File: src/rtl/dynamic_priority_scheduler_defines.svh
// Assertion macros for the scheduler RTL.
// CHK_CLK: checked on each rising edge of clk, off while rst_n is low.
// CHK_ANY: checked on each rising edge of clk, also during reset.
`ifndef DYNAMIC_PRIORITY_SCHEDULER_DEFINES_SVH
`define DYNAMIC_PRIORITY_SCHEDULER_DEFINES_SVH

`ifndef ASSERT_OFF
`define CHK_CLK(label, prop, msg) \
    label: assert property (@(posedge clk) disable iff (!rst_n) prop) else $error(msg);
`define CHK_ANY(label, prop, msg) \
    label: assert property (@(posedge clk) prop) else $error(msg);
`else
`define CHK_CLK(label, prop, msg)
`define CHK_ANY(label, prop, msg)
`endif

`endif

File: src/rtl/dps_pkg.sv
package dps_pkg;

    localparam int NUM_PROCS_DEF = 8;

    localparam int PRI_W   = 16;
    localparam int TIME_W  = 16;
    localparam int CFG_W   = 8;
    localparam int SLOT_W  = 3;
    localparam int OUTC_W  = 2;
    localparam int CFG_IDX_W = 1;

    localparam logic MODE_LOAD = 1'b0;
    localparam logic MODE_TICK = 1'b1;

    localparam logic [CFG_IDX_W-1:0] REG_RUN_PENALTY = 1'd0;
    localparam logic [CFG_IDX_W-1:0] REG_AGING_STEP  = 1'd1;

    localparam logic [CFG_W-1:0] RUN_PENALTY_RST = 8'd4;
    localparam logic [CFG_W-1:0] AGING_STEP_RST  = 8'd1;

    localparam logic [OUTC_W-1:0] OUTC_READY    = 2'd0;
    localparam logic [OUTC_W-1:0] OUTC_BLOCKED  = 2'd1;
    localparam logic [OUTC_W-1:0] OUTC_FINISHED = 2'd2;

    localparam logic signed [PRI_W-1:0] PRI_MAX = 16'sh7FFF;
    localparam logic signed [PRI_W-1:0] PRI_MIN = -16'sh8000;

    typedef struct packed {
        logic signed [PRI_W-1:0] pri;
        logic [TIME_W-1:0]       used;
        logic [TIME_W-1:0]       rem;
        logic [TIME_W-1:0]       cd;
        logic [TIME_W-1:0]       bl;
    } dps_entry_t;

    localparam int ENTRY_W = $bits(dps_entry_t);

    typedef struct packed {
        logic accept;
        logic do_load;
        logic scan;
        logic fin_rd;
        logic fin_wr;
        logic out_load;
    } dps_cmd_t;

    typedef struct packed {
        logic scan_last;
        logic out_block;
    } dps_stat_t;

    // saturate an 18-bit signed sum to the priority range
    function automatic logic signed [PRI_W-1:0] sat_pri(logic signed [PRI_W+1:0] s);
        logic signed [PRI_W-1:0] r;
        if ((s[PRI_W+1] != s[PRI_W-1]) || (s[PRI_W] != s[PRI_W-1]))
        begin
            r = s[PRI_W+1] ? PRI_MIN : PRI_MAX;
        end
        else
        begin
            r = s[PRI_W-1:0];
        end
        return r;
    endfunction

    function automatic logic signed [PRI_W-1:0] pri_add(logic signed [PRI_W-1:0] a,
                                                        logic [CFG_W-1:0] b);
        logic signed [PRI_W+1:0] s;
        s = $signed({{2{a[PRI_W-1]}}, a}) + $signed({{(PRI_W+2-CFG_W){1'b0}}, b});
        return sat_pri(s);
    endfunction

    function automatic logic signed [PRI_W-1:0] pri_sub(logic signed [PRI_W-1:0] a,
                                                        logic [CFG_W-1:0] b);
        logic signed [PRI_W+1:0] s;
        s = $signed({{2{a[PRI_W-1]}}, a}) - $signed({{(PRI_W+2-CFG_W){1'b0}}, b});
        return sat_pri(s);
    endfunction

endpackage

File: src/rtl/dps_ram.sv
module dps_ram #(
    parameter int WIDTH = 8,
    parameter int DEPTH = 8
) (
    input  logic                     clk,
    input  logic                     we,
    input  logic [$clog2(DEPTH)-1:0] waddr,
    input  logic [WIDTH-1:0]         wdata,
    input  logic                     re,
    input  logic [$clog2(DEPTH)-1:0] raddr,
    output logic [WIDTH-1:0]         rdata
);

    logic [WIDTH-1:0] mem [DEPTH];

    always_ff @(posedge clk)
    begin
        if (we)
        begin
            mem[waddr] <= wdata;
        end
        if (re)
        begin
            rdata <= mem[raddr];
        end
    end

endmodule

File: src/rtl/dps_ctrl.sv
module dps_ctrl (
    input  logic                clk,
    input  logic                rst_n,
    input  logic                in_valid,
    output logic                in_stall,
    input  logic                mode,
    input  dps_pkg::dps_stat_t  stat,
    output dps_pkg::dps_cmd_t   cmd
);

    localparam logic [2:0] S_IDLE   = 3'd0;
    localparam logic [2:0] S_LOAD   = 3'd1;
    localparam logic [2:0] S_SCAN   = 3'd2;
    localparam logic [2:0] S_DRAIN  = 3'd3;
    localparam logic [2:0] S_FIN_RD = 3'd4;
    localparam logic [2:0] S_FIN_WR = 3'd5;

    logic [2:0] state_reg;
    logic [2:0] state_next;

    always_ff @(posedge clk or negedge rst_n)
    begin
        if (!rst_n)
        begin
            state_reg <= S_IDLE;
        end
        else
        begin
            state_reg <= state_next;
        end
    end

    always_comb
    begin
        state_next = state_reg;
        cmd        = '0;
        in_stall   = 1'b1;
        unique case (state_reg)
            S_IDLE:
            begin
                in_stall = 1'b0;
                if (in_valid)
                begin
                    cmd.accept = 1'b1;
                    state_next = (mode == dps_pkg::MODE_TICK) ? S_SCAN : S_LOAD;
                end
            end
            S_LOAD:
            begin
                if (!stat.out_block)
                begin
                    cmd.do_load  = 1'b1;
                    cmd.out_load = 1'b1;
                    state_next   = S_IDLE;
                end
            end
            S_SCAN:
            begin
                cmd.scan = 1'b1;
                if (stat.scan_last)
                begin
                    state_next = S_DRAIN;
                end
            end
            S_DRAIN:
            begin
                state_next = S_FIN_RD;
            end
            S_FIN_RD:
            begin
                cmd.fin_rd = 1'b1;
                state_next = S_FIN_WR;
            end
            S_FIN_WR:
            begin
                if (!stat.out_block)
                begin
                    cmd.fin_wr   = 1'b1;
                    cmd.out_load = 1'b1;
                    state_next   = S_IDLE;
                end
            end
            default:
            begin
                state_next = S_IDLE;
            end
        endcase
    end

endmodule

File: src/rtl/dps_dp.sv
`include "dynamic_priority_scheduler_defines.svh"

module dps_dp #(
    parameter int NUM_PROCS = dps_pkg::NUM_PROCS_DEF
) (
    input  logic                                  clk,
    input  logic                                  rst_n,
    input  logic                                  cfg_we,
    input  logic [dps_pkg::CFG_IDX_W-1:0]         cfg_index,
    input  logic [dps_pkg::CFG_W-1:0]             cfg_data,
    input  logic [dps_pkg::SLOT_W-1:0]            slot,
    input  logic signed [dps_pkg::PRI_W-1:0]      start_priority,
    input  logic [dps_pkg::TIME_W-1:0]            total_time,
    input  logic [dps_pkg::TIME_W-1:0]            block_after,
    input  logic [dps_pkg::TIME_W-1:0]            block_length,
    input  dps_pkg::dps_cmd_t                     cmd,
    output dps_pkg::dps_stat_t                    stat,
    output logic                                  out_valid,
    input  logic                                  out_stall,
    output logic                                  ran_valid,
    output logic [dps_pkg::SLOT_W-1:0]            ran_slot,
    output logic [dps_pkg::OUTC_W-1:0]            outcome,
    output logic [dps_pkg::TIME_W-1:0]            used_time,
    output logic                                  all_finished
);

    localparam int IDX_W = $clog2(NUM_PROCS);
    localparam logic [IDX_W-1:0] LAST_IDX = IDX_W'(NUM_PROCS - 1);

    // configuration
    logic [dps_pkg::CFG_W-1:0] pen_reg;
    logic [dps_pkg::CFG_W-1:0] age_reg;

    // latched load item
    logic [dps_pkg::SLOT_W-1:0]       slot_reg;
    logic signed [dps_pkg::PRI_W-1:0] sp_reg;
    logic [dps_pkg::TIME_W-1:0]       tt_reg;
    logic [dps_pkg::TIME_W-1:0]       ba_reg;
    logic [dps_pkg::TIME_W-1:0]       bl_reg;

    // slot status
    logic [NUM_PROCS-1:0] ready_reg;
    logic [NUM_PROCS-1:0] ready_next;
    logic [NUM_PROCS-1:0] blocked_reg;
    logic [NUM_PROCS-1:0] blocked_next;

    // scan
    logic [IDX_W-1:0]                 idx_reg;
    logic                             upd_valid_reg;
    logic [IDX_W-1:0]                 upd_idx_reg;
    logic                             found_reg;
    logic signed [dps_pkg::PRI_W-1:0] best_reg;
    logic [IDX_W-1:0]                 best_idx_reg;

    // result
    logic                          out_valid_reg;
    logic                          ran_valid_reg;
    logic [dps_pkg::SLOT_W-1:0]    ran_slot_reg;
    logic [dps_pkg::OUTC_W-1:0]    outcome_reg;
    logic [dps_pkg::TIME_W-1:0]    used_reg;
    logic                          all_finished_reg;

    // memory
    logic                         ram_we;
    logic [IDX_W-1:0]             ram_waddr;
    logic [dps_pkg::ENTRY_W-1:0]  ram_wdata;
    logic                         ram_re;
    logic [IDX_W-1:0]             ram_raddr;
    logic [dps_pkg::ENTRY_W-1:0]  ram_rdata;

    dps_pkg::dps_entry_t rd_e;
    dps_pkg::dps_entry_t load_e;
    dps_pkg::dps_entry_t upd_e;
    dps_pkg::dps_entry_t fin_e;

    logic                       slot_ok;
    logic [IDX_W-1:0]           load_idx;
    logic                       ready_i;
    logic                       blocked_i;
    logic                       unblock;
    logic                       take;
    logic                       fin_done;
    logic                       fin_block;
    logic [dps_pkg::OUTC_W-1:0] fin_outc;

    dps_ram #(
        .WIDTH (dps_pkg::ENTRY_W),
        .DEPTH (NUM_PROCS)
    ) u_ram (
        .clk   (clk),
        .we    (ram_we),
        .waddr (ram_waddr),
        .wdata (ram_wdata),
        .re    (ram_re),
        .raddr (ram_raddr),
        .rdata (ram_rdata)
    );

    assign rd_e     = dps_pkg::dps_entry_t'(ram_rdata);
    assign slot_ok  = (int'(slot_reg) < NUM_PROCS);
    assign load_idx = IDX_W'(slot_reg);

    assign ram_re    = cmd.scan || (cmd.fin_rd && found_reg);
    assign ram_raddr = cmd.scan ? idx_reg : best_idx_reg;

    assign load_e.pri  = sp_reg;
    assign load_e.used = '0;
    assign load_e.rem  = tt_reg;
    assign load_e.cd   = ba_reg;
    assign load_e.bl   = bl_reg;

    // per-slot tick update: aging for ready, countdown for blocked
    always_comb
    begin
        ready_i   = ready_reg[upd_idx_reg];
        blocked_i = blocked_reg[upd_idx_reg];
        upd_e     = rd_e;
        unblock   = 1'b0;
        if (ready_i)
        begin
            upd_e.pri = dps_pkg::pri_add(rd_e.pri, age_reg);
        end
        else if (blocked_i)
        begin
            if (rd_e.bl != '0)
            begin
                upd_e.bl = rd_e.bl - 1'b1;
            end
            unblock = (upd_e.bl == '0);
        end
        take = upd_valid_reg && ready_i && (!found_reg || (rd_e.pri >= best_reg));
    end

    // chosen slot: charge one unit and the penalty
    always_comb
    begin
        fin_e     = rd_e;
        fin_done  = 1'b0;
        fin_block = 1'b0;
        fin_outc  = dps_pkg::OUTC_READY;
        if (rd_e.used != '1)
        begin
            fin_e.used = rd_e.used + 1'b1;
        end
        fin_e.pri = dps_pkg::pri_sub(rd_e.pri, pen_reg);
        if (rd_e.rem <= dps_pkg::TIME_W'(1))
        begin
            fin_e.rem = '0;
            fin_done  = 1'b1;
            fin_outc  = dps_pkg::OUTC_FINISHED;
        end
        else
        begin
            fin_e.rem = rd_e.rem - 1'b1;
            if (rd_e.cd != '0)
            begin
                fin_e.cd = rd_e.cd - 1'b1;
                if (fin_e.cd == '0)
                begin
                    fin_block = 1'b1;
                    fin_outc  = dps_pkg::OUTC_BLOCKED;
                end
            end
        end
    end

    always_comb
    begin
        ram_we    = 1'b0;
        ram_waddr = upd_idx_reg;
        ram_wdata = upd_e;
        if (cmd.do_load && slot_ok)
        begin
            ram_we    = 1'b1;
            ram_waddr = load_idx;
            ram_wdata = load_e;
        end
        else if (upd_valid_reg && (ready_i || blocked_i))
        begin
            ram_we = 1'b1;
        end
        else if (cmd.fin_wr && found_reg)
        begin
            ram_we    = 1'b1;
            ram_waddr = best_idx_reg;
            ram_wdata = fin_e;
        end
    end

    always_comb
    begin
        ready_next   = ready_reg;
        blocked_next = blocked_reg;
        if (cmd.do_load && slot_ok)
        begin
            ready_next[load_idx]   = 1'b1;
            blocked_next[load_idx] = 1'b0;
        end
        if (upd_valid_reg && blocked_i && unblock)
        begin
            ready_next[upd_idx_reg]   = 1'b1;
            blocked_next[upd_idx_reg] = 1'b0;
        end
        if (cmd.fin_wr && found_reg && (fin_done || fin_block))
        begin
            ready_next[best_idx_reg]   = 1'b0;
            blocked_next[best_idx_reg] = fin_block;
        end
    end

    assign stat.scan_last = (idx_reg == LAST_IDX);
    assign stat.out_block = out_valid_reg && out_stall;

    always_ff @(posedge clk or negedge rst_n)
    begin
        if (!rst_n)
        begin
            pen_reg       <= dps_pkg::RUN_PENALTY_RST;
            age_reg       <= dps_pkg::AGING_STEP_RST;
            ready_reg     <= '0;
            blocked_reg   <= '0;
            idx_reg       <= '0;
            upd_valid_reg <= 1'b0;
            found_reg     <= 1'b0;
            out_valid_reg <= 1'b0;
        end
        else
        begin
            if (cfg_we)
            begin
                unique case (cfg_index)
                    dps_pkg::REG_RUN_PENALTY: pen_reg <= cfg_data;
                    dps_pkg::REG_AGING_STEP:  age_reg <= cfg_data;
                endcase
            end
            ready_reg     <= ready_next;
            blocked_reg   <= blocked_next;
            upd_valid_reg <= cmd.scan;
            if (cmd.accept)
            begin
                idx_reg   <= '0;
                found_reg <= 1'b0;
            end
            else
            begin
                if (cmd.scan)
                begin
                    idx_reg <= idx_reg + 1'b1;
                end
                if (take)
                begin
                    found_reg <= 1'b1;
                end
            end
            if (cmd.out_load)
            begin
                out_valid_reg <= 1'b1;
            end
            else if (out_valid_reg && !out_stall)
            begin
                out_valid_reg <= 1'b0;
            end
        end
    end

    always_ff @(posedge clk)
    begin
        if (cmd.accept)
        begin
            slot_reg <= slot;
            sp_reg   <= start_priority;
            tt_reg   <= total_time;
            ba_reg   <= block_after;
            bl_reg   <= block_length;
        end
        upd_idx_reg <= idx_reg;
        if (take)
        begin
            best_reg     <= rd_e.pri;
            best_idx_reg <= upd_idx_reg;
        end
        if (cmd.out_load)
        begin
            all_finished_reg <= ~|(ready_next | blocked_next);
            if (cmd.fin_wr && found_reg)
            begin
                ran_valid_reg <= 1'b1;
                ran_slot_reg  <= dps_pkg::SLOT_W'(best_idx_reg);
                outcome_reg   <= fin_outc;
                used_reg      <= fin_e.used;
            end
            else
            begin
                ran_valid_reg <= 1'b0;
                ran_slot_reg  <= '0;
                outcome_reg   <= dps_pkg::OUTC_READY;
                used_reg      <= '0;
            end
        end
    end

    assign out_valid    = out_valid_reg;
    assign ran_valid    = ran_valid_reg;
    assign ran_slot     = ran_slot_reg;
    assign outcome      = outcome_reg;
    assign used_time    = used_reg;
    assign all_finished = all_finished_reg;

    `CHK_ANY(a_status_excl, ((ready_reg & blocked_reg) == '0), "slot both ready and blocked")
    `CHK_CLK(a_chosen_ready, (cmd.fin_wr && found_reg) |-> ready_reg[best_idx_reg], "chosen slot not ready")
    `CHK_CLK(a_wr_excl, !(upd_valid_reg && (cmd.fin_wr || cmd.do_load)), "table write collision")
    `CHK_CLK(a_active_left, (out_valid_reg && ran_valid_reg && (outcome_reg != dps_pkg::OUTC_FINISHED)) |-> !all_finished_reg, "all finished with live slot")

endmodule

File: src/rtl/dynamic_priority_scheduler.sv
// Dynamic priority scheduler with aging.
// Input channel (in_valid/in_stall) takes one item: mode 0 loads a process
// slot, mode 1 runs one scheduling tick. Output channel (out_valid/out_stall)
// gives exactly one result per item. cfg_we/cfg_index/cfg_data write
// run_penalty (index 0) and aging_step (index 1); the user must write them only
// while the block is idle, as the block itself does not enforce it. The slot
// table lives in one RAM; a tick reads every slot in turn, ages or counts it
// down and writes it back while tracking the best ready slot, then reads and
// charges the chosen slot. A load result is registered in the load state after
// acceptance, a tick result in the finish-write state after a pass over the
// table RAM at one slot per cycle, a drain state and a finish-read state. One
// item is in work at a time; the next is taken the cycle after the result is
// registered.
// A stalled result is held in the output register; the block finishes the
// following item up to its result and waits there until the old one leaves.
// Reset: all slots empty (finished), run_penalty 4, aging_step 1; no
// table clearing is needed.
module dynamic_priority_scheduler #(
    parameter int NUM_PROCS = dps_pkg::NUM_PROCS_DEF
) (
    input  logic                              clk,
    input  logic                              rst_n,
    input  logic                              cfg_we,
    input  logic [dps_pkg::CFG_IDX_W-1:0]     cfg_index,
    input  logic [dps_pkg::CFG_W-1:0]         cfg_data,
    input  logic                              in_valid,
    output logic                              in_stall,
    input  logic                              mode,
    input  logic [dps_pkg::SLOT_W-1:0]        slot,
    input  logic signed [dps_pkg::PRI_W-1:0]  start_priority,
    input  logic [dps_pkg::TIME_W-1:0]        total_time,
    input  logic [dps_pkg::TIME_W-1:0]        block_after,
    input  logic [dps_pkg::TIME_W-1:0]        block_length,
    output logic                              out_valid,
    input  logic                              out_stall,
    output logic                              ran_valid,
    output logic [dps_pkg::SLOT_W-1:0]        ran_slot,
    output logic [dps_pkg::OUTC_W-1:0]        outcome,
    output logic [dps_pkg::TIME_W-1:0]        used_time,
    output logic                              all_finished
);

    dps_pkg::dps_cmd_t  cmd;
    dps_pkg::dps_stat_t stat;

    dps_ctrl u_ctrl (
        .clk      (clk),
        .rst_n    (rst_n),
        .in_valid (in_valid),
        .in_stall (in_stall),
        .mode     (mode),
        .stat     (stat),
        .cmd      (cmd)
    );

    dps_dp #(
        .NUM_PROCS (NUM_PROCS)
    ) u_dp (
        .clk            (clk),
        .rst_n          (rst_n),
        .cfg_we         (cfg_we),
        .cfg_index      (cfg_index),
        .cfg_data       (cfg_data),
        .slot           (slot),
        .start_priority (start_priority),
        .total_time     (total_time),
        .block_after    (block_after),
        .block_length   (block_length),
        .cmd            (cmd),
        .stat           (stat),
        .out_valid      (out_valid),
        .out_stall      (out_stall),
        .ran_valid      (ran_valid),
        .ran_slot       (ran_slot),
        .outcome        (outcome),
        .used_time      (used_time),
        .all_finished   (all_finished)
    );

endmodule
File: config.mk
export PLATFORM = sky130hd
export DESIGN_NAME = dynamic_priority_scheduler
export DESIGN_NICKNAME = d
export VERILOG_FILES = /design/src/rtl/dps_pkg.sv /design/src/rtl/dps_ram.sv /design/src/rtl/dps_ctrl.sv /design/src/rtl/dps_dp.sv /design/src/rtl/dynamic_priority_scheduler.sv
export VERILOG_INCLUDE_DIRS = /design/src /design/src/rtl
export SDC_FILE = /design/constraint.sdc
export NUM_CORES = 1
export LEC_CHECK = 0
export ABC_AREA = 1
export BUFFER_PORTS_ARGS = -buffer_cell sky130_fd_sc_hd__buf_4
export CAP_MARGIN = 15
export CORE_MARGIN = 8
export CORE_UTILIZATION = 40
export DETAILED_ROUTE_END_ITERATION = 7
export PLACE_DENSITY = 0.57
export SYNTH_ARGS = -nofsm -noshare
export SYNTH_HDL_FRONTEND = slang
export SYNTH_SLANG_ARGS = --single-unit
File: constraint.sdc
create_clock -name clk -period 12.65 [get_ports clk]
set_input_delay 0.6325 -clock clk [delete_from_list [all_inputs] [get_ports clk]]
set_output_delay 0.6325 -clock clk [all_outputs]
set_load 0.05 [all_outputs]
## After elaboration in Yosys (flattened, before gate mapping)

Memory sizes are Yosys's and may differ from the RTL's. A register that Yosys moved wholly into a read port is not among the register bits.
Cells that the tools add are included.

| word-level totals | value |
|---|---|
| word-level logic and storage cells | 174 |
| memory bits (writable) | 640 |
| bits in registers | 153 |
| memories kept | 1 |

| cells by class | value |
|---|---|
| magnitude comparators | 8 |
| $add $sub $neg | 7 |
| equality and inequality tests | 14 |
| muxes and demuxes | 73 |
| reduce and logical (&&, ||, !) cells | 36 |
| bitwise operators | 12 |

Memory list:

| name | depth | bits a word | read ports | clocked after memory_dff | write ports | line | RTL |
|---|---|---|---|---|---|---|---|
| u_dp.u_ram.mem | 8 | 80 | 1 | 1 | 1 | dps_ram.sv:14 | `logic [WIDTH-1:0] mem [DEPTH];` |

Operators with widths:

| operator | count |
|---|---|
| $mux 80 | 3 |
| $mux 16 | 14 |
| $mux 8 | 6 |
| $sub 16x1->16 const B | 3 |
| $logic_not 16->1 | 2 |
| $reduce_bool 16->1 | 2 |
| $mux 1 | 30 |
| $mux 3 | 9 |
| $and 8x8->8 | 3 |
| $not 8->8 | 3 |
| $or 8x8->8 | 3 |
| $add 16x9->17 | 1 |
| $sub 16x9->17 | 1 |
| $add 16x1->16 const B | 1 |
| $ge 16x16->1 | 1 |
| $le 16x1->1 const B | 1 |
| $ne 16x16->1 const B | 1 |
| $pmux 3 s5 | 1 |
| $logic_and 1x1->1 | 13 |
| $lt 3x4->1 const B | 3 |
| $demux 1 s3 | 3 |
| $eq 3x3->1 const B | 3 |
| $ge 3x1->1 const B | 3 |
| $bwmux 8 | 1 |
| 18 further kinds | 39 |

## Longest topological paths before layout

Gate-level depths: netlist of run 1.

| depth | value |
|---|---|
| depth in word-level cells | 14 |
| depth in mapped cells | 21 |
| gate-level depth less buffers | 20 |

## Cells and area by module

A second synthesis of run 1 with hierarchy kept.

| second synthesis, totals | value |
|---|---|
| cell total of the unflattened synthesis | 4398 |
| area, all modules | 41387.2 um2 |

By module, submodules not included:

| module | times used | area an instance (um2) | seq. area each (um2) | cells each |
|---|---|---|---|---|
| dps_ram | 1 | 30312.8 | 21620.7 | 2863 |
| dps_dp | 1 | 10834.1 | 4286.6 | 1495 |
| dps_ctrl | 1 | 240.2 | 75.1 | 40 |

## Worst setup path before layout of run 1

OpenSTA, ideal clock, no wires.

| path | value |
|---|---|
| path type | register -> register |
| start point | register u_dp.out_valid_reg, in the netlist u_dp.out_valid |
| end point | memory u_dp.u_ram.mem[0][0] in the netlist's numbering (enable) |
| setup time | 0.519 ns |
| data required time | 12.131 ns |
| data arrival time | 5.823 ns |
| setup slack | 6.308 ns |
| path buffers | 1 |
| cell stages (with the launch flop) | 11 |
| period minus slack after synthesis | 6.342 ns |
| cells stage by stage | dfrtp_1 nand2_1 inv_1 nor2_2 nand3_2 nor2_4 buf_6 o211ai_1 o21ai_1 nand2_1 nor2_1 |

| between the ends | value |
|---|---|
| word-level cells in the longest chain between the ends | 9 |

Ends and longest elaborated chain:

| item | line | RTL |
|---|---|---|
| start, declared | dps_dp.sv:56 | `logic out_valid_reg;` |
| start signal, assigned | dps_dp.sv:225 | `out_valid_reg <= 1'b0;` |
| start signal, assigned | dps_dp.sv:257 | `out_valid_reg <= 1'b1;` |
| start signal, assigned | dps_dp.sv:261 | `out_valid_reg <= 1'b0;` |
| $logic_and 1x1->1 * | dps_dp.sv:212 | `assign stat.out_block = out_valid_reg && out_stall;` |
| $mux 2 | dps_ctrl.sv:76 | `if (!stat.out_block)` |
| $mux 1 | dps_ctrl.sv:38 | `unique case (state_reg)` |
| $logic_and 1x1->1 | dps_dp.sv:182 | `else if (cmd.fin_wr && found_reg)` |
| $mux 1 | dps_dp.sv:182 |  |
| $mux 1 | dps_dp.sv:178 | `else if (upd_valid_reg && (ready_i \|\| blocked_i))` |
| $mux 1 | dps_dp.sv:172 | `if (cmd.do_load && slot_ok)` |
| $mux 1 | dps_ram.sv:18 | `if (we)` |
| $mux 1 (not written as such) | dps_ram.sv:20 | `mem[waddr] <= wdata;` |
| end, declared | dps_ram.sv:14 |  |

Mark *: on every way between the ends. The rest lies on a longest branch, timed or not.

## Worst setup path after layout of run 1

| path | value |
|---|---|
| start point | register u_ctrl.state_reg[1] |
| end point | memory u_dp.u_ram.mem[4][51] in the netlist's numbering (enable) |

| between the ends | value |
|---|---|
| word-level cells in the longest chain between the ends | 8 |

Ends and longest elaborated chain:

| item | line | RTL |
|---|---|---|
| start, declared | dps_ctrl.sv:18 | `logic [2:0] state_reg;` |
| start signal, assigned | dps_ctrl.sv:29 | `state_reg <= state_next;` |
| $eq 3x3->1 | dps_ctrl.sv:38 |  |
| $mux 1 | dps_ctrl.sv:38 |  |
| $logic_and 1x1->1 | dps_dp.sv:182 |  |
| $mux 1 | dps_dp.sv:182 |  |
| $mux 1 | dps_dp.sv:178 |  |
| $mux 1 | dps_dp.sv:172 |  |
| $mux 1 | dps_ram.sv:18 |  |
| $mux 1 (not written as such) | dps_ram.sv:20 |  |

Several ways; a longest one is shown, not always the timed one.

==> results of run 1 <==
==> synthesized netlist by cell type (3+ instances only) <==
master                     count
sky130_fd_sc_hd__a21oi_1      66
sky130_fd_sc_hd__a22o_1        5
sky130_fd_sc_hd__a22oi_1       5
sky130_fd_sc_hd__a31oi_1      85
sky130_fd_sc_hd__a32o_1        3
sky130_fd_sc_hd__buf_1         7
sky130_fd_sc_hd__buf_2        33
sky130_fd_sc_hd__buf_4         7
sky130_fd_sc_hd__buf_6         5
sky130_fd_sc_hd__clkbuf_1    109
sky130_fd_sc_hd__dfrtp_1      39
sky130_fd_sc_hd__dfxtp_1       3
sky130_fd_sc_hd__edfxtp_1    829
sky130_fd_sc_hd__ha_1         40
sky130_fd_sc_hd__inv_1       196
sky130_fd_sc_hd__inv_2         9
sky130_fd_sc_hd__nand2_1     419
sky130_fd_sc_hd__nand2_2      13
sky130_fd_sc_hd__nand2_4       3
sky130_fd_sc_hd__nand3_1     101
sky130_fd_sc_hd__nand3_2       6
sky130_fd_sc_hd__nand3b_1     10
sky130_fd_sc_hd__nand4_1      20
sky130_fd_sc_hd__nor2_1      638
sky130_fd_sc_hd__nor2_2       15
sky130_fd_sc_hd__nor2_4        6
sky130_fd_sc_hd__nor3_1       28
sky130_fd_sc_hd__nor4_1        4
sky130_fd_sc_hd__o211ai_1      7
sky130_fd_sc_hd__o21a_1        5
sky130_fd_sc_hd__o21ai_0     327
sky130_fd_sc_hd__o21ai_1      43
sky130_fd_sc_hd__o21ai_2       5
sky130_fd_sc_hd__o21bai_1     82
sky130_fd_sc_hd__o32ai_1      80
sky130_fd_sc_hd__xnor2_1       8
sky130_fd_sc_hd__xor2_1       32
==> metal layers <==
layer	track usage, %	routed length (um)
met1	25.4	44700
met2	27.2	43000
met3	2.52	4920
met4	5.09	2290
met5	0	7
==> worst max-delay path, cell delays in order (launching register included) <==
cell and delay, ps:
sky130_fd_sc_hd__dfrtp_1 430, sky130_fd_sc_hd__nor2_1 150, sky130_fd_sc_hd__inv_1 110, sky130_fd_sc_hd__nor2_4 700, sky130_fd_sc_hd__nand2_2 60, sky130_fd_sc_hd__buf_4 370, sky130_fd_sc_hd__nor2_1 590, sky130_fd_sc_hd__a31oi_1 160
sky130_fd_sc_hd__inv_1 100, sky130_fd_sc_hd__nand2_1 220, sky130_fd_sc_hd__nor2_4 700, sky130_fd_sc_hd__buf_4 420, sky130_fd_sc_hd__buf_4 710
==> kinds of logic after synthesis <==
family	synth area share (%)
compound gates	11.6
flops	68.2
xor+xnor	0.920
simple gates	13.9
buf+inv	3.97
fa+ha+maj	1.42
==> repair_timing <==
action                                 4_1_cts  5_1_grt
hold buffers                                 1        0
setup endpoints to repair                    0        0
endpoints found under the hold margin       34        0
==> final cells by class <==
cell class | instances | area, sq um | share of cell area, %
clock buffer | 117 | 2460 | 5.71
clock inverter | 53 | 493 | 1.15
inverter | 208 | 796 | 1.85
multi-input combinational | 2081 | 10700 | 24.8
sequential | 873 | 26000 | 60.3
tap | 1265 | 1580 | 3.68
timing repair buffer | 133 | 1050 | 2.44
==> worst max path at each step <==
stage,to,slack (ps),from
final,u_dp.u_ram.mem[4][51],7490,u_ctrl.state_reg[1]
after global routing,u_dp.u_ram.mem[4][55],7030,u_ctrl.state_reg[1]
after CTS,u_dp.u_ram.mem[4][51],7380,u_ctrl.state_reg[1]
after detailed placement,u_dp.u_ram.mem[4][33],7200,out_stall
after global placement,u_dp.u_ram.mem[4][53],7180,out_stall
after floorplan,u_dp.u_ram.mem[0][0],6310,u_dp.out_valid
==> power groups by stage <==
stage | registers [W] | logic [W] | clock network [W]
finish | 0.00492 | 0.00384 | 0.00266
floorplan | 0.00493 | 0.00261 | 0
global route | 0.00499 | 0.00432 | 0.00282
CTS | 0.00492 | 0.00387 | 0.00271
detailed placement | 0.00497 | 0.00386 | 0
global placement | 0.00497 | 0.00382 | 0
==> through the flow <==
step           area, sq um  cells
2_1_floorplan        38100   3324
3_3_place_gp         40100   4559
3_5_place_dp         40100   4559
4_1_cts              43100   4730
5_1_grt              43100   4730
6_report             43100   4730
==> qor_table.md, run 1 <==
| Result | Value | Unit |
|:---|:---|:---|
| Outcome | finished, final reports clean | - |
| Flop-to-flop setup slack | 7490 | ps |
| Max FFs per register | 640 | - |
| Share of async-settable or async-resettable flops after synthesis | 4.70 | % |
| Hold path start | start_priority[13] | - |
| Setup WS pre-CTS | 7200 | ps |
| Gate count of the mapped netlist | 3,324 | - |
| Number of cells on the worst hold path | 1 | - |
| Global route overflow | 0 | - |
| Normalized max-slew margin | 16.5 | % |
| Insertion delay to the later sink of the worst-skew pair | 670 | ps |
| Overall routing resource usage | 17.5 | % |
| Number of global-route vias before repair | 24.2k | - |
| Maximum clock skew at final layout | 29.9 | ps |
| Number of detailed-routing iterations run before antenna repair | 6 | - |
| Most common library cell in the layout ignoring fill and taps | sky130_fd_sc_hd__edfxtp_1 | - |
| Port-buffer cells | 106 | - |
| Clock H-tree levels | 3 | - |
| Diode insertion count for antenna repair | 0 | - |
| Initial core utilization | 40.2 | % |
| Area of the core | 94,700 | sq um |
| Max Slew Vio Count | 0 | - |
| Switching share of power | 37.9 | % |
| Clock buffer depth | 3 | - |
| Setup repair after global routing missed its margin | false | - |
| Clock tree from TritonCTS | done | - |
| Die outline width | 325 | um |
| Count of state elements after synthesis | 873 | - |
| I/O pins | 107 | - |
| Part of the power in the clock network | 23.3 | % |
| Portion of synthesized cell area occupied by the leading cell type | 65.4 | % |
| Hold worst-path end | u_dp.sp_reg[13] | - |
| Post-route worst setup slack | 7490 | ps |
| Max frequency | 194 | MHz |
| Setup crit end kind | register | - |
| Worst R2R Path Depth | 12 | - |
| Syn. warnings | 0 | - |
| Kind of launch point of the worst setup path | register | - |
| Main synth FF type | sky130_fd_sc_hd__edfxtp_1 | - |
| Net Count, Synth | 3,448 | - |
| Worst min-delay path class | primary input to register | - |
| Cell area after technology mapping | 38,100 | sq um |
| Reported net switching power | 0.00433 | W |
| Number of rows in the core area | 113 | - |
| Overall power | 0.0114 | W |
| Final Util | 45.4 | % |
| EDFF count, synth | 829 | - |
| WL per Instance | 20.1 | um |
| Total vias in the final route | 25.0k | - |
| Worst-case hold slack | 144 | ps |
| CTS Buf Count | 94 | - |
| Share of synthesized area occupied by flip-flops and latches | 68.2 | % |
| Leading cell types in the layout, fill and taps excluded | 829 x sky130_fd_sc_hd__edfxtp_1, 629 x sky130_fd_sc_hd__nor2_1, 417 x sky130_fd_sc_hd__nand2_1 | - |
| Classification of the worst setup path | register to register | - |
| Power Internal | 0.00709 | W |
| Setup Total Neg Slack | 0 | ps |
| Critical Path AT | 5440 | ps |
| Nets@finish | 3,515 | - |
| Logic gate share of total power | 33.6 | % |
| Power per cell area | 265 | nW/um^2 |
| Final hold viol count | 0 | - |
| Fraction of layout cells with a size suffix above 1 | 9.93 | % |
| Post-detail-place hpwl | 54.8 | mm |
| Final clock period utilization by the worst path | 40.8 | % |
| Most flops, register | u_dp.u_ram.mem | - |
| Clock Sinks | 873 | - |
| Setup Viol. Count Final | 0 | - |
| Worst supply voltage drop on vdd | 0.199 | mV |
| First-pass GRT wire length | 146 | mm |
| Root buffer selected by CTS | sky130_fd_sc_hd__clkbuf_16 | - |
| Part of the total power dissipated in sequential elements | 43.1 | % |
| Mean post-synth cell area | 11.5 | sq um |
| Detailed-route vias per instance | 5.29 | - |
| Unique masters post-synth | 62 | - |
| Number of setup buffers added after CTS | 0 | - |
| DRT iter0 DRCs | 2,115 | - |
| Worst slew pin tran | 1250 | ps |
| Post-CTS sizing | 0 | - |
| Post-Route WL | 94.8 | mm |
| Post-route ant nets | 0 | - |
| DRC violations left | 0 | - |
| Required time of the critical path | 12,920 | ps |
| Area growth syn-to-layout | 13.1 | % |
| Antenna violations before repair | 2 | - |
| Largest net degree at the start of global routing | 236 | - |
| Leakage component of the power | 15.3 | nW |
| Cell type with the largest total area after synthesis | sky130_fd_sc_hd__edfxtp_1 | - |
| Global placement routability congestion | 0.834 | - |
| Die Y-Extent | 325 | um |
| Top fanout value on the critical path | 49 | - |
| Count of filler cells inserted in the layout | 8,701 | - |
| Leading cell types by total area after synthesis | sky130_fd_sc_hd__edfxtp_1 65%, sky130_fd_sc_hd__nor2_1 6.3%, sky130_fd_sc_hd__o21ai_0 4.3% | - |
| Max Cap Viol | 0 | - |
| Beginning of the worst register-to-register path | u_ctrl.state_reg[1] | - |
| Post-layout min period | 5160 | ps |
| FF-to-FF End | u_dp.u_ram.mem[4][51] | - |
| Biggest regs | u_dp.u_ram.mem: 640 flops, u_dp.u_ram.rdata: 80 flops | - |
| Clock input transition at the sequential cells of the worst setup and hold paths | 50 | ps |
| Area enclosed by the die boundary | 105,000 | sq um |
No activity file was read; power rests on OpenSTA's default activity.
==> run 2: changes to the inputs <==
--- a/config.mk
+++ b/config.mk
@@ -6,13 +6,13 @@
 export SDC_FILE = /design/constraint.sdc
 export NUM_CORES = 1
 export LEC_CHECK = 0
-export ABC_AREA = 1
+export ABC_AREA = 0
 export BUFFER_PORTS_ARGS = -buffer_cell sky130_fd_sc_hd__buf_4
 export CAP_MARGIN = 15
 export CORE_MARGIN = 8
 export CORE_UTILIZATION = 40
 export DETAILED_ROUTE_END_ITERATION = 7
-export PLACE_DENSITY = 0.57
+export PLACE_DENSITY = 0.59
 export SYNTH_ARGS = -nofsm -noshare
 export SYNTH_HDL_FRONTEND = slang
 export SYNTH_SLANG_ARGS = --single-unit
==> constraint.sdc (replaced) <==
create_clock -name clk -period 4.4 [get_ports clk]
set_input_delay 0.22 -clock clk [delete_from_list [all_inputs] [get_ports clk]]
set_output_delay 0.22 -clock clk [all_outputs]
set_load 0.05 [all_outputs]
==> qor_table.md, run 2 <==
| Result | Value | Unit |
|:---|:---|:---|
| Outcome | finished, final reports clean | - |
| Leading cell types in the layout, fill and taps excluded | 829 x sky130_fd_sc_hd__edfxtp_1, 163 x sky130_fd_sc_hd__mux4_2, 153 x sky130_fd_sc_hd__buf_4 | - |
| Simple-gate share of the synthesized area | 6.18 | % |
| Gate count of the mapped netlist | 2,094 | - |
| Share of async-settable or async-resettable flops after synthesis | 4.70 | % |
| Net Count, Synth | 2,218 | - |
| Required time of the critical path | 4910 | ps |
| Setup repair after global routing missed its margin | false | - |
| Largest net degree at the start of global routing | 76 | - |
| Global route overflow | 0 | - |
| Cell with the largest stage delay on the worst path | sky130_fd_sc_hd__a2111oi_0 | - |
| Highest cell delay on the worst timing path | 560 | ps |
| Count of filler cells inserted in the layout | 7,553 | - |
| Cells traversed along the worst timing path | inv_1 -> ha_1 -> or3b_4 -> or3_1 -> a2111oi_0 -> nand4_1 -> or4_1 -> o31a_1 -> a31o_1 -> nor4_1 -> and4bb_1 | - |
| Most common library cell in the layout ignoring fill and taps | sky130_fd_sc_hd__edfxtp_1 | - |
| Most flops, register | u_dp.u_ram.mem | - |
| Area enclosed by the die boundary | 100,000 | sq um |
| Most instantiated cells after synthesis | 829 x sky130_fd_sc_hd__edfxtp_1, 163 x sky130_fd_sc_hd__mux4_2, 133 x sky130_fd_sc_hd__nand2_1 | - |
| Count of state elements after synthesis | 873 | - |
| Buffers and inverters on the worst path | 1 | - |
| Clock Sinks | 873 | - |
| Setup Total Neg Slack | 0 | ps |
| Normalized max-slew margin | 32.3 | % |
| Number of global-route vias before repair | 20.9k | - |
| WL per Instance | 23.5 | um |
| Mux cell area share after synthesis | 13.2 | % |
| Worst slew pin tran | 995 | ps |
| Biggest regs | u_dp.u_ram.mem: 640 flops, u_dp.u_ram.rdata: 80 flops | - |
| Family of cells with the greatest summed delay on the critical path | simple AND/OR/NAND/NOR gates | - |
| Leading cell types by total area after synthesis | sky130_fd_sc_hd__edfxtp_1 69%, sky130_fd_sc_hd__mux4_2 10%, sky130_fd_sc_hd__mux2_2 2.8% | - |
| Final hold viol count | 0 | - |
| Non-filler instance count after layout | 3,612 | - |
| Nets@finish | 2,485 | - |
| Flop-to-flop setup slack | 180 | ps |
| Global placement routability congestion | 0.821 | - |
| Root buffer selected by CTS | sky130_fd_sc_hd__clkbuf_16 | - |
| DRC violations left | 0 | - |
| Power per cell area | 711 | nW/um^2 |
| Post-Route WL | 84.7 | mm |
| Die outline width | 317 | um |
| CTS Buf Count | 93 | - |
| Main synth FF type | sky130_fd_sc_hd__edfxtp_1 | - |
| Max FFs per register | 640 | - |
| Mean post-synth cell area | 17.3 | sq um |
| Max Cap Viol | 0 | - |
| Max Slew Vio Count | 0 | - |
| First-pass GRT wire length | 129 | mm |
| Number of rows in the core area | 110 | - |
| Insertion delay to the later sink of the worst-skew pair | 640 | ps |
| Final clock period utilization by the worst path | 96.0 | % |
| Unique masters post-synth | 67 | - |
| Worst supply voltage drop on vdd | 0.507 | mV |
| Setup crit end kind | register | - |
| Number of setup buffers added after CTS | 0 | - |
| Post-layout min period | 4220 | ps |
| Cell area after technology mapping | 36,200 | sq um |
| Die Y-Extent | 317 | um |
| Overall routing resource usage | 16.9 | % |
| Share of synthesized area occupied by flip-flops and latches | 71.8 | % |
| Overall power | 0.0305 | W |
| Syn. warnings | 0 | - |
| Area growth syn-to-layout | 18.6 | % |
| Fraction of layout cells with a size suffix above 1 | 25.3 | % |
| Clock tree from TritonCTS | done | - |
| Post-detail-place hpwl | 51.0 | mm |
| Portion of synthesized cell area occupied by the leading cell type | 68.8 | % |
| Clock input transition at the sequential cells of the worst setup and hold paths | 60 | ps |
| Cell type with the largest total area after synthesis | sky130_fd_sc_hd__edfxtp_1 | - |
| Total vias in the final route | 19.7k | - |
| Clock H-tree levels | 3 | - |
| Kind of launch point of the worst setup path | register | - |
| Area share of xor/xnor cells in the synthesized design | 1.67 | % |
| Post-synthesis compound-gate area fraction | 4.09 | % |
| Classification of the worst setup path | register to register | - |
| EDFF count, synth | 829 | - |
| Top fanout value on the critical path | 7 | - |
| Worst-case hold slack | 49.9 | ps |
| Leakage component of the power | 14.2 | nW |
| Post-route ant nets | 0 | - |
| Antenna violations before repair | 1 | - |
| Placed Cells incl. Taps | 3,362 | - |
| I/O pins | 107 | - |
| Final Util | 47.7 | % |
| Number of detailed-routing iterations run before antenna repair | 5 | - |
| Dominant combinational cell family by area after synthesis | multiplexers | - |
| Detailed-route vias per instance | 5.45 | - |
| Setup Viol. Count Final | 0 | - |
| Max frequency | 237 | MHz |
| Most common cell in the netlist | sky130_fd_sc_hd__edfxtp_1 | - |
| Area of the core | 89,900 | sq um |
| Maximum clock skew at final layout | 21.1 | ps |
| Critical Path AT | 4730 | ps |
| Port-buffer cells | 106 | - |
| Adder-cell share of the synthesized area | 1.49 | % |
| DRT iter0 DRCs | 1,905 | - |
| Worst min-delay path class | primary input to register | - |
| Clock buffer depth | 3 | - |
| Initial core utilization | 40.2 | % |
[run 2: kinds of logic after synthesis]
logic type	count (synthesis)
fa+ha+maj	42
buf+inv	143
mux	263
compound gates	247
xor+xnor	69
flops	873
simple gates	457
[run 2: what timing repair did]
| item | CTS | global route |
|---|---|---|
| endpoints found under the hold margin | 128 | 0 |
| gates resized for setup | 0 | 2 |
| hold buffers | 80 | 0 |
| setup endpoints to repair | 0 | 9 |
[run 2: worst paths after layout]
kind                       cells past startpoint             endpoint                start
hold reg to reg                                0  u_dp.upd_idx_reg[1]      u_dp.idx_reg[1]
hold / removal                                 4      u_dp.pen_reg[2]            cfg_index
setup reg to reg                              11    u_dp.all_finished  u_dp.u_ram.rdata[0]
setup / recovery                              11    u_dp.all_finished  u_dp.u_ram.rdata[0]
min in group asynchronous                      2      u_dp.age_reg[3]                rst_n
max in group asynchronous                      2       u_dp.out_valid                rst_n
[run 2: layout make-up]
cell class	count	area [sq um]	share of cell area (%)
antenna	1	2.50	0.00584
timing repair buffer	257	2430	5.67
tap	1176	1470	3.43
multi-input combinational	1078	9860	23.0
inverter	58	221	0.516
sequential	873	26000	60.6
clock inverter	55	448	1.04
clock buffer	114	2470	5.75
[run 2: layer usage]
layer	track usage, %	vias up	routed length [um]	share of wire (%)
met5	0	-	0	0
met4	4.20	0	1910	2.3
met3	2.58	136	3930	4.6
met2	28.4	527	41400	49
met1	23.1	10200	37500	44
li1	-	8830	-	-
[run 2: through the flow]
step           worst slack, ps  cell area (sq um)
2_1_floorplan             -333              36300
3_3_place_gp               321              39200
3_5_place_dp               214              39200
4_1_cts                    158              42900
5_1_grt                   30.6              42900
6_report                   175              42900
[run 2: worst min-delay path: stages]
cell,delay (ps)
sky130_fd_sc_hd__buf_4,80
sky130_fd_sc_hd__nor2b_1,170
sky130_fd_sc_hd__nand2_1,110
sky130_fd_sc_hd__o21ai_0,80
[run 2: power breakdown]
| group | internal (W) | switching [W] |
|---|---|---|
| Combinational | 0.00364 | 0.00557 |
| Sequential | 0.0128 | 0.000960 |
| Clock | 0.00433 | 0.00316 |
| Total | 0.0208 | 0.00968 |
==> run 3: changes to the inputs <==
--- a/config.mk
+++ b/config.mk
@@ -11,8 +11,11 @@
 export CAP_MARGIN = 15
 export CORE_MARGIN = 8
 export CORE_UTILIZATION = 40
+export CTS_BUF_LIST = sky130_fd_sc_hd__clkbuf_8 sky130_fd_sc_hd__clkbuf_16
 export DETAILED_ROUTE_END_ITERATION = 7
 export PLACE_DENSITY = 0.59
+export REMOVE_ABC_BUFFERS = 1
 export SYNTH_ARGS = -nofsm -noshare
 export SYNTH_HDL_FRONTEND = slang
+export SYNTH_HIERARCHICAL = 1
 export SYNTH_SLANG_ARGS = --single-unit
==> qor_table.md, run 3 <==
| Result | Value | Unit |
|:---|:---|:---|
| Cell area after technology mapping | 36,500 | sq um |
| Insertion delay to the later sink of the worst-skew pair | 650 | ps |
| Number of global-route vias before repair | 20.8k | - |
| Max frequency | 246 | MHz |
| Global route overflow | 0 | - |
| Biggest regs | u_dp/u_ram/mem: 640 flops, u_dp/u_ram/rdata: 80 flops | - |
| Initial core utilization | 40.1 | % |
| Cells traversed along the worst timing path | mux4_2 -> mux2_2 -> o21a_1 -> nor2_4 -> buf_4 -> nor2_1 -> a21oi_1 -> o21ai_0 -> nand2b_1 -> nor3_2 -> buf_4 | - |
| Port-buffer cells | 106 | - |
| Cell type with the largest total area after synthesis | sky130_fd_sc_hd__edfxtp_1 | - |
| Non-filler instance count after layout | 3,620 | - |
| I/O pins | 107 | - |
| Die outline width | 318 | um |
| Post-route ant nets | 0 | - |
| Cell with the largest stage delay on the worst path | sky130_fd_sc_hd__mux4_2 | - |
| Most common library cell in the layout ignoring fill and taps | sky130_fd_sc_hd__edfxtp_1 | - |
| Clock Sinks | 873 | - |
| Post-layout min period | 4070 | ps |
| Mean post-synth cell area | 17.4 | sq um |
| Fraction of layout cells with a size suffix above 1 | 25.2 | % |
| Clock tree from TritonCTS | done | - |
| Gate count of the mapped netlist | 2,101 | - |
| Number of detailed-routing iterations run before antenna repair | 6 | - |
| Placed Cells incl. Taps | 3,371 | - |
| Normalized max-slew margin | 36.7 | % |
| Required time of the critical path | 4680 | ps |
| Area growth syn-to-layout | 18.0 | % |
| Largest net degree at the start of global routing | 115 | - |
| Post-route worst setup slack | 332 | ps |
| Leading cell types in the layout, fill and taps excluded | 829 x sky130_fd_sc_hd__edfxtp_1, 164 x sky130_fd_sc_hd__mux4_2, 158 x sky130_fd_sc_hd__buf_4 | - |
| CTS Buf Count | 90 | - |
| Root buffer selected by CTS | sky130_fd_sc_hd__clkbuf_16 | - |
| Max Cap Viol | 0 | - |
| Portion of synthesized cell area occupied by the leading cell type | 68.2 | % |
| Die Y-Extent | 318 | um |
| Antenna violations before repair | 3 | - |
| Setup repair after global routing missed its margin | false | - |
| Clock H-tree levels | 3 | - |
| Highest cell delay on the worst timing path | 560 | ps |
| Final clock period utilization by the worst path | 92.5 | % |
| Power per cell area | 768 | nW/um^2 |
| Nets@finish | 2,483 | - |
| Area of the core | 91,100 | sq um |
| Most flops, register | u_dp/u_ram/mem | - |
| WL per Instance | 23.2 | um |
| First-pass GRT wire length | 128 | mm |
| Overall routing resource usage | 16.3 | % |
| Maximum clock skew at final layout | 31.3 | ps |
| Post-detail-place hpwl | 50.1 | mm |
| Max Slew Vio Count | 0 | - |
| Global placement routability congestion | 0.880 | - |
| Count of state elements after synthesis | 873 | - |
| Post-Route WL | 83.9 | mm |
| DRC violations left | 0 | - |
| Critical Path AT | 4350 | ps |
| Syn. warnings | 6 | - |
| DRT iter0 DRCs | 1,744 | - |
| Worst supply voltage drop on vdd | 0.506 | mV |
| Detailed-route vias per instance | 5.47 | - |
| Most numerous cell on the critical path | sky130_fd_sc_hd__buf_4 | - |
| Worst slew pin tran | 940 | ps |
| Clock buffer depth | 3 | - |
| Number of setup buffers added after CTS | 0 | - |
| Kind of launch point of the worst setup path | register | - |
| Diode insertion count for antenna repair | 0 | - |
| Most common cell in the netlist | sky130_fd_sc_hd__edfxtp_1 | - |
| Outcome | finished, final reports clean | - |
| EDFF count, synth | 829 | - |
| Clock input transition at the sequential cells of the worst setup and hold paths | 60 | ps |
| Worst-case hold slack | 56.7 | ps |
| Share of async-settable or async-resettable flops after synthesis | 4.70 | % |
| Setup Viol. Count Final | 0 | - |
| Total vias in the final route | 19.8k | - |
| Number of rows in the core area | 111 | - |
| Main synth FF type | sky130_fd_sc_hd__edfxtp_1 | - |
| Most instantiated cells after synthesis | 829 x sky130_fd_sc_hd__edfxtp_1, 164 x sky130_fd_sc_hd__mux4_2, 114 x sky130_fd_sc_hd__nand2_1 | - |
| Final Util | 47.3 | % |
| Unique masters post-synth | 79 | - |
| Max FFs per register | 640 | - |
| Leakage component of the power | 14.3 | nW |
| Final hold viol count | 0 | - |
| Setup WS pre-CTS | 198 | ps |
| Classification of the worst setup path | register to register | - |
| Setup crit end kind | register | - |
| Share of synthesized area occupied by flip-flops and latches | 71.2 | % |
| Top fanout value on the critical path | 22 | - |
| Leading cell types by total area after synthesis | sky130_fd_sc_hd__edfxtp_1 68%, sky130_fd_sc_hd__mux4_2 10%, sky130_fd_sc_hd__mux2_2 3.0% | - |
| Worst min-delay path class | primary input to register | - |
| Area enclosed by the die boundary | 101,000 | sq um |
run 3: cell types whose count changed in the layout (fill, tap and decap cells not counted), moves of 10 or more:
cell | previous run | this run
sky130_fd_sc_hd__inv_1 | 55 | 81
sky130_fd_sc_hd__nand2_1 | 131 | 114
sky130_fd_sc_hd__nor2_1 | 113 | 96
sky130_fd_sc_hd__clkbuf_1 | 16 | 0
sky130_fd_sc_hd__o21ai_0 | 88 | 74
sky130_fd_sc_hd__o21ai_1 | 4 | 18
sky130_fd_sc_hd__clkinv_1 | 21 | 11
run 3: stage by stage:
stage | instance area (sq um) | setup TNS (ps) | total power [W]
6_report | 43100 | 0 | 0.0331
5_1_grt | 43100 | 0 | 0.0348
4_1_cts | 43100 | 0 | 0.0335
3_5_place_dp | 39200 | 0 | 0.0255
3_3_place_gp | 39200 | 0 | 0.0252
2_1_floorplan | 36000 | -6269050 | 0.0218
run 3: final timing paths:
path / start / endpoint / slack (ps) / depth (start not counted)
setup / recovery: u_dp/upd_idx_reg[0] / u_dp/u_ram/mem[0][37] / 330 / 11
hold / removal: cfg_index / u_dp/pen_reg[4] / 60 / 4
setup reg to reg: u_dp/upd_idx_reg[0] / u_dp/u_ram/mem[0][37] / 330 / 11
hold reg to reg: u_dp/idx_reg[1] / u_dp/upd_idx_reg[1] / 450 / 0
max in group asynchronous: rst_n / u_dp/out_valid / 3810 / 2
min in group asynchronous: rst_n / u_dp/age_reg[2] / 120 / 2
run 3: cell type report:
type | instances | area (sq um)
Tap cell | 1186 | 1480
Clock buffer | 93 | 2330
Clock inverter | 74 | 729
Multi-Input combinational cell | 1072 | 9950
Fill cell | 7604 | 48000
Inverter | 63 | 236
Timing Repair Buffer | 259 | 2370
Sequential cell | 873 | 26000
run 3: logic make-up (layout without fill, tap and decap cells):
kind of cell	after synthesis	count (layout)	synth area share [%]
flip-flops	873	873	71.2
AND/OR/NAND/NOR	432	432	5.93
multiplexers	270	270	13.4
AO/OA/AOI/OAI	254	254	4.37
buffers and inverters	156	489	1.92
XOR/XNOR	74	74	1.78
adder cells (fa/ha/maj)	42	42	1.48
run 3: worst max-delay path: cells and delay by family (launching register included):
kind | cells | cell delay [ps]
muxes | 2 | 980
DFF | 1 | 430
buffers and inverters | 2 | 680
and+or+nand+nor | 4 | 1040
AOI/OAI and AO/OA | 3 | 560
run 3: routing by layer:
metal	GRT usage, %	share of wire [%]
met1	21.5	43
met2	28.1	50
met3	2.37	4.8
met4	4.71	2.2
met5	0	0
run 3: report_power, final:
group / switching [W] / internal (W)
Clock: 0.00317 / 0.00461
Sequential: 0.00109 / 0.0130
Combinational: 0.00647 / 0.00469
Total: 0.0107 / 0.0223
run 3: what timing repair did:
action	in CTS	in global routing
hold buffers	80	0
setup endpoints to repair	0	106
gates resized for setup	0	3
hold endpoints to repair	126	0
